`src/rtl/core/ase_pkg.sv`:
```
package ase_pkg;

    localparam int unsigned WordW  = 32;
    localparam int unsigned AddrW  = 10;
    localparam int unsigned CountW = 11;
    localparam int unsigned Depth  = 1024;

    typedef enum logic [1:0] {
        MODE_LINEAR = 2'd0,
        MODE_BINARY = 2'd1,
        MODE_INTERP = 2'd2
    } mode_t;

    localparam logic CMD_LOAD   = 1'b0;
    localparam logic CMD_SEARCH = 1'b1;

    typedef struct packed {
        logic               command;
        logic [1:0]         mode;
        logic [AddrW-1:0]   address;
        logic signed [WordW-1:0] value;
        logic signed [WordW-1:0] key;
        logic [CountW-1:0]  count;
        logic [AddrW-1:0]   low_index;
        logic [AddrW-1:0]   high_index;
    } in_item_t;

    typedef struct packed {
        logic             found;
        logic [AddrW-1:0] position;
    } out_item_t;

    typedef enum logic [3:0] {
        ST_IDLE,
        ST_LIN_RD,
        ST_LIN_CMP,
        ST_RD_ENDS,
        ST_LATCH_LO,
        ST_LATCH_HI,
        ST_CHECK,
        ST_DIV,
        ST_DIV_WAIT,
        ST_PROBE_RD,
        ST_PROBE_CMP,
        ST_DONE
    } state_t;

    // controller -> datapath
    typedef struct packed {
        logic load_item;    // capture item, init loop registers
        logic lin_step;     // advance linear index
        logic rd_lo;        // read store at lo
        logic rd_hi;        // read store at hi
        logic latch_lo;
        logic latch_hi;
        logic div_start;
        logic mid_bisect;   // probe at (lo+hi)/2
        logic mid_low;      // probe at lo
        logic mid_interp;   // probe at lo + quotient
        logic rd_mid;
        logic narrow;       // update lo/hi from probe compare
        logic set_found;    // found at probe index
        logic set_found_lo; // found at lo
        logic set_found_lin;
    } ctl_t;

    // datapath -> controller
    typedef struct packed {
        logic       is_search;
        logic [1:0] mode;
        logic       lin_done;   // index reached limit
        logic       lin_match;
        logic       range_ok;   // lo <= hi
        logic       key_in;     // a[lo] <= key <= a[hi]
        logic       lo_eq_hi;
        logic       ends_eq;
        logic       lo_match;
        logic       div_busy;
        logic       probe_eq;
    } sts_t;

endpackage

```
`src/rtl/core/ase_ctrl.sv`:
```
module ase_ctrl (
    input  logic          clk,
    input  logic          rst_n,
    input  logic          start,
    input  ase_pkg::sts_t sts,
    output ase_pkg::ctl_t ctl,
    output logic          busy,
    output logic          done
);

    ase_pkg::state_t state_reg, state_next;

    always_ff @(posedge clk or negedge rst_n)
    begin
        if (!rst_n)
        begin
            state_reg <= ase_pkg::ST_IDLE;
        end
        else
        begin
            state_reg <= state_next;
        end
    end

    always_comb
    begin
        state_next = state_reg;
        ctl        = '0;
        busy       = (state_reg != ase_pkg::ST_IDLE);
        done       = 1'b0;
        case (state_reg)
            ase_pkg::ST_IDLE:
            begin
                if (start)
                begin
                    ctl.load_item = 1'b1;
                    state_next    = ase_pkg::ST_CHECK;
                end
            end
            ase_pkg::ST_CHECK:
            begin
                // dispatch on captured item
                if (!sts.is_search)
                begin
                    state_next = ase_pkg::ST_DONE;
                end
                else if (sts.mode == ase_pkg::MODE_LINEAR)
                begin
                    state_next = ase_pkg::ST_LIN_RD;
                end
                else if ((sts.mode == ase_pkg::MODE_BINARY) && sts.range_ok)
                begin
                    ctl.mid_bisect = 1'b1;
                    state_next     = ase_pkg::ST_PROBE_RD;
                end
                else if ((sts.mode == ase_pkg::MODE_INTERP) && sts.range_ok)
                begin
                    state_next = ase_pkg::ST_RD_ENDS;
                end
                else
                begin
                    state_next = ase_pkg::ST_DONE;
                end
            end
            ase_pkg::ST_LIN_RD:
            begin
                if (sts.lin_done)
                begin
                    state_next = ase_pkg::ST_DONE;
                end
                else
                begin
                    ctl.lin_step = 1'b1;
                    state_next   = ase_pkg::ST_LIN_CMP;
                end
            end
            ase_pkg::ST_LIN_CMP:
            begin
                if (sts.lin_match)
                begin
                    ctl.set_found_lin = 1'b1;
                    state_next        = ase_pkg::ST_DONE;
                end
                else
                begin
                    state_next = ase_pkg::ST_LIN_RD;
                end
            end
            ase_pkg::ST_RD_ENDS:
            begin
                ctl.rd_lo  = 1'b1;
                state_next = ase_pkg::ST_LATCH_LO;
            end
            ase_pkg::ST_LATCH_LO:
            begin
                ctl.latch_lo = 1'b1;
                ctl.rd_hi    = 1'b1;
                state_next   = ase_pkg::ST_LATCH_HI;
            end
            ase_pkg::ST_LATCH_HI:
            begin
                ctl.latch_hi = 1'b1;
                state_next   = ase_pkg::ST_DIV;
            end
            ase_pkg::ST_DIV:
            begin
                // product register already holds (key-a[lo])*(hi-lo)
                if (!sts.key_in)
                begin
                    state_next = ase_pkg::ST_DONE;
                end
                else if (sts.lo_eq_hi)
                begin
                    ctl.set_found_lo = sts.lo_match;
                    state_next       = ase_pkg::ST_DONE;
                end
                else if (sts.ends_eq)
                begin
                    ctl.mid_low = 1'b1;
                    state_next  = ase_pkg::ST_PROBE_RD;
                end
                else
                begin
                    ctl.div_start = 1'b1;
                    state_next    = ase_pkg::ST_DIV_WAIT;
                end
            end
            ase_pkg::ST_DIV_WAIT:
            begin
                if (!sts.div_busy)
                begin
                    ctl.mid_interp = 1'b1;
                    state_next     = ase_pkg::ST_PROBE_RD;
                end
            end
            ase_pkg::ST_PROBE_RD:
            begin
                ctl.rd_mid = 1'b1;
                state_next = ase_pkg::ST_PROBE_CMP;
            end
            ase_pkg::ST_PROBE_CMP:
            begin
                ctl.rd_mid = 1'b1;
                if (sts.probe_eq)
                begin
                    ctl.set_found = 1'b1;
                    state_next    = ase_pkg::ST_DONE;
                end
                else
                begin
                    ctl.narrow = 1'b1;
                    state_next = ase_pkg::ST_CHECK;
                end
            end
            ase_pkg::ST_DONE:
            begin
                done       = 1'b1;
                state_next = ase_pkg::ST_IDLE;
            end
            default:
            begin
                state_next = ase_pkg::ST_IDLE;
            end
        endcase
    end

endmodule

```
`config.mk`:
```
export PLATFORM = sky130hd
export DESIGN_NAME = ase_ctrl
export DESIGN_NICKNAME = d
export VERILOG_FILES = /design/src/rtl/core/ase_pkg.sv /design/src/rtl/core/ase_ctrl.sv
export SDC_FILE = /design/constraint.sdc
export NUM_CORES = 1
export LEC_CHECK = 0
export BUFFER_PORTS_ARGS = -buffer_cell sky130_fd_sc_hd__buf_2
export CAP_MARGIN = 0
export CORE_AREA = 2 2 39 41
export DETAILED_ROUTE_END_ITERATION = 7
export DIE_AREA = 0 0 41 43
export HOLD_SLACK_MARGIN = 0.06
export PLACE_DENSITY = 0.74
export SKIP_LAST_GASP = 1
export SLEW_MARGIN = 15
export SYNTH_ARGS = -nofsm -noshare
export SYNTH_HDL_FRONTEND = slang
export SYNTH_SLANG_ARGS = --single-unit
```
`constraint.sdc`:
```
create_clock -name clk -period 2.6 [get_ports clk]
set_input_delay 0.52 -clock clk [delete_from_list [all_inputs] [get_ports clk]]
set_output_delay 0.52 -clock clk [all_outputs]
set_load 0.02 [all_outputs]
```
==> out/metrics.yaml, run 1 <==
finish:
  antenna_cells: 0
  regArea_sq_um: 100.1
  final_net_count: 117
  final_common_cell: "buf_2"
  multi_input_area_sq_um: 356.6
  layout-drive-gt1-share_pct: 39.00
  n_fill_cell: 144
  synthToLayoutAreaGrowth_pct: 30.17
  largest_reg_flops: 4
  final_cells: 116
  final_cell_mix: "31 x buf_2, 8 x nor2_1, 6 x a21oi_1"
critical_path:
  crit_arrival_ps: 1540
  path_class: "reg -> out"
  r2r_slack_ps: 1150
  cp_max_fo: 15
  start_kind: "register"
  cp-end-kind: "output pin"
  required_ps: 2080
power_and_ir_drop:
  total_power_mw: 0.7136
  p_leak_nw: 0.3562
  powerDensity_nw_per_um2: 1066
  ir_drop_mv: 0.5119
grt:
  grt_pass1_vias: 495
  grt_overflow: 0
  grt_first_pass_wirelength_mm: 2.104
  track_usage_pct: 16.95
  grt_max_degree: 16
  antenna_found_initial: 0
sta:
  tightest_slew_ps: 462.0
  slew_viol_final: 0
  fin_crit_sh_pct: 79.26
  fmax_ghz: 0.4852
  clock_skew_ps: 14.76
  setup_slack_ps: 539.1
  rsz0062_at_grt: "false"
  relSlewSlack_pct: 69.20
  fin_crit_ps: 2061
  finalSetupTns_ps: 0
  setup_viol: 0
  hold_viol_final: 0
floorplan:
  initial_utilization_pct: 37.16
  ios: 32
  rows: 14
  die_w_microns: 41
  core_area_sq_um: 1384
  dieArea_sq_um: 1763
  die_h_microns: 43
placement:
  pre_cts_slack_ps: 798.6
  dp.cells: 113
  dp_hpwl_mm: 1.089
  gp_congestion: 0.8455
  port_buffers: 31
detailed_routing:
  drtPass1Iterations: 4
  via_per_inst: 5.353
  routed_wl_mm: 1.350
  post_drt_wl_per_cell_microns: 11.64
  dr_total_vias: 621
  drt_iter0_markers: 16
  drc: 0
  ant_nets: 0
yosys:
  seq_area_frac_synth_pct: 19.46
  synth_cell_types: 29
  synthCells: 71
  ys_warn_count: 0
  synth_top_area_share_pct: 19.46
  syn-num-nets: 86
  netlist_area_sq_um: 514.2
  syn_area_per_cell_sq_um: 7.243
  synth_top_area_cell: "dfrtp_1"
  synth_area_leaders: "dfrtp_1 19%, and3_1 6.1%, nand2b_1 6.1%, a21oi_1 5.8%, nand3b_1 5.8%"
  ys_seq_elements: 4
clocking:
  clockBufferDepth: 2
  path_clk_slew_ps: 50
  hold_buffers: 0
  clock_latency_ps: 250
  htreeDepth: 1
  cts_buffers: 3
  cts-resized-gates: 0
  clock-root-buffer: "clkbuf_4"
  post_cts_buffers: 0
  cts_tree: "built"
  cts_sinks: 4
hold_path:
  min_path_type: "in -> async"
run:
  maxCapViolCount: 0
outcome:
  status: "finished clean"
Yosys cell counts, drive strengths merged:
cell type / n
a31oi: 3
mux2i: 1
nor2b: 1
nor3: 6
a221oi: 1
nand3: 1
o21ai: 3
dfrtp: 4
buf: 5
nor4: 3
or3b: 1
and2b: 1
a21o: 1
nor2: 8
nand3b: 4
and4: 1
a21oi: 7
and3: 5
nand2b: 6
nand2: 4
o32ai: 1
inv: 4
power by group:
part	total (mW)	switching [mW]	internal (mW)
registers	0.196	0.103	0.0925
logic	0.435	0.251	0.184
clock network	0.0828	0.0308	0.0520
total	0.714	0.385	0.328
worst max-delay path, cell delays in order (launching register included):
cell     delay [ps]
dfrtp_1         590
nand2_1         180
nor2_1          180
and4_1          200
buf_2           150
layer usage:
metal | up-vias | track usage, % | share of wire [%]
li1 | 317 | - | -
met1 | 278 | 24.18 | 47
met2 | 23 | 24.69 | 44
met3 | 3 | 4.712 | 8.3
met4 | 0 | 4.000 | 0.67
met5 | - | 0 | 0
through the flow:
stage	area, sq um	hold WS [ps]	utilization (%)
4_1_cts	669.4	63.03	48.37
6_report	669.4	63.90	48.37
3_3_place_gp	646.9	325.3	46.75
3_5_place_dp	646.9	328.7	46.75
2_1_floorplan	514.2	224.4	-
5_1_grt	669.4	67.35	48.37
cell families (layout without fill, tap and decap cells):
logic type | Yosys count | in the layout | synth area share (%)
multiplexers | 1 | 1 | 1.947
buffers and inverters | 9 | 38 | 11.19
AND/OR/NAND/NOR | 41 | 41 | 46.96
flip-flops | 4 | 4 | 19.47
AO/OA/AOI/OAI | 16 | 16 | 20.44
cell type report:
cell class / count / share of cell area, %
clock buffer: 3 / 3.364
multi-input combinational: 58 / 53.27
timing repair buffer: 31 / 23.18
tap: 16 / 2.991
inverter: 4 / 2.243
sequential: 4 / 14.95
final timing paths:
path,from,to,cells after the start
worst min-delay path,rst_n,state_reg[2],1
worst max-delay path,state_reg[1],ctl[1],4
min in group clk,sts[11],state_reg[1],4
worst min register to register,state_reg[1],state_reg[2],2
worst max register to register,state_reg[0],state_reg[1],4
max in group asynchronous,rst_n,state_reg[1],1
(Power assumes the default switching activity.)
==> run 2, diff against run 1 <==
- clock period: 2.6 -> 2.05 ns (I/O delays scaled with it)
==> run 2 against run 1 <==
Against the previous run: worst setup slack got worse by 420 ps; via count up 1.8%; cell count grew 0.86%; sequential cell count unchanged; largest cell class unchanged; combinational power is 27% higher; highest routed layer unchanged; clock skew fell by 9.4 ps; largest power group unchanged; non-clock buffer count rose by 1; first-iteration DRC count shrank 13%; utilization grew 0.81 points; critical path depth unchanged; worst hold slack better by 450 ps.
==> out/metrics.yaml, run 2 (synthesized netlist as in run 1, its figures left out) <==
detailed_routing:
  routed_wl_mm: 1.331
  ant_nets: 0
  dr_total_vias: 632
  drc: 0
  via_per_inst: 5.402
  drtPass1Iterations: 4
  post_drt_wl_per_cell_microns: 11.38
  drt_iter0_markers: 14
grt:
  track_usage_pct: 16.43
  grt_max_degree: 16
  grt_overflow: 0
  antenna_found_initial: 0
  grt_first_pass_wirelength_mm: 2.014
  grt_pass1_vias: 502
critical_path:
  required_ps: 1640
  critPathMaxStageDelay_ps: 620
  rr_worst_depth: 4
  cp-end-kind: "output pin"
  cp_max_fo: 13
  cp_slowest_cell: "dfrtp_1"
  crit_buf_inv: 1
  crit_chain: "nand2b_4 > nor2_1 > and4_1 > buf_2"
  crit_arrival_ps: 1520
  path_class: "reg -> out"
  crit_cells: 4
  start_kind: "register"
  crit_family: "flip-flops"
sta:
  slew_viol_final: 0
  relSlewSlack_pct: 68.86
  hold_viol_final: 0
  rsz0062_at_grt: "false"
  finalSetupTns_ps: 0
  fin_crit_ps: 1927
  setup_viol: 0
  tightest_slew_ps: 467.0
  clock_skew_ps: 5.314
  fin_crit_sh_pct: 94.02
  fmax_ghz: 0.5188
floorplan:
  initial_utilization_pct: 37.16
  ios: 32
  core_area_sq_um: 1384
  rows: 14
  die_h_microns: 43
  die_w_microns: 41
  dieArea_sq_um: 1763
outcome:
  status: "finished clean"
power_and_ir_drop:
  p_leak_nw: 0.3591
  powerDensity_nw_per_um2: 1325
  ir_drop_mv: 0.4953
placement:
  placed_area_sq_um: 646.9
  port_buffers: 31
  gp_congestion: 0.8554
  dp_hpwl_mm: 1.062
finish:
  post-route-util_pct: 49.19
  antenna_cells: 0
  final_net_count: 118
  largest_reg_flops: 4
  final_cell_mix: "31 x buf_2, 8 x nor2_1, 6 x a21oi_1"
  layout-drive-gt1-share_pct: 39.60
  synthToLayoutAreaGrowth_pct: 32.36
  final_common_cell: "buf_2"
  design_area_sq_um: 680.7
clocking:
  clock-root-buffer: "clkbuf_4"
  cts_sinks: 4
  cts_buffers: 3
  post_cts_buffers: 0
  cts_tree: "built"
  path_clk_slew_ps: 40
  clock_latency_ps: 240
  htreeDepth: 1
  clockBufferDepth: 2
hold_path:
  min_path_type: "in -> async"
run:
  maxCapViolCount: 0
-- run 2: cell types whose count changed in the layout (fill, tap and decap cells not counted) --
| cell | before | now |
|---|---|---|
| dfrtp_1 | 4 | 3 |
| dfrtp_2 | 0 | 1 |
| dlygate4sd3_1 | 0 | 1 |
-- run 2: worst paths after layout --
kind                               from           end  slack (ps)
max                        state_reg[2]        ctl[1]         120
min                               rst_n  state_reg[2]         510
max reg2reg                state_reg[0]  state_reg[1]         610
min reg2reg                state_reg[1]  state_reg[2]         720
max in group asynchronous         rst_n  state_reg[1]        1410
min in group clk                sts[11]  state_reg[1]         580
-- run 2: layout make-up --
type | instances | area, sq um
fill | 146 | 703.2
multi-input combinational | 58 | 356.6
timing repair buffer | 32 | 165.2
sequential | 4 | 101.3
clock buffer | 3 | 22.52
tap | 16 | 20.02
inverter | 4 | 15.01
-- run 2: through the flow --
| step | setup WS, ps | instances | power, mW | hold slack [ps] |
|---|---|---|---|---|
| 2_1_floorplan | 171.2 | 71 | 0.7048 | 114.4 |
| 3_3_place_gp | 391.5 | 113 | 0.7885 | 215.5 |
| 3_5_place_dp | 364.6 | 113 | 0.7986 | 218.7 |
| 4_1_cts | 112.2 | 117 | 0.9009 | 513.4 |
| 5_1_grt | 9.779 | 117 | 0.9899 | 534.5 |
| 6_report | 122.6 | 117 | 0.9019 | 509.8 |
-- run 2: metal layers --
| metal | GRT usage (%) | vias up | wire length [microns] |
|---|---|---|---|
| met4 | 4.667 | 0 | 12 |
| met1 | 22.48 | 279 | 600 |
| li1 | - | 318 | - |
| met2 | 23.44 | 33 | 606 |
| met3 | 6.283 | 2 | 111 |
| met5 | 0 | - | 0 |
-- run 2: repair_timing --
action / CTS / global route
gates resized for setup: 0 / 1
hold endpoints to repair: 4 / 0
setup endpoints to repair: 0 / 1
hold buffers: 1 / 0
-- run 2: where the power goes --
part	internal (mW)	switching [mW]	total (mW)	leakage, nW
sequential	0.120	0.132	0.252	0.0490
combinational	0.234	0.318	0.552	0.296
clock	0.0655	0.0326	0.0981	0.0138
total	0.419	0.482	0.902	0.359
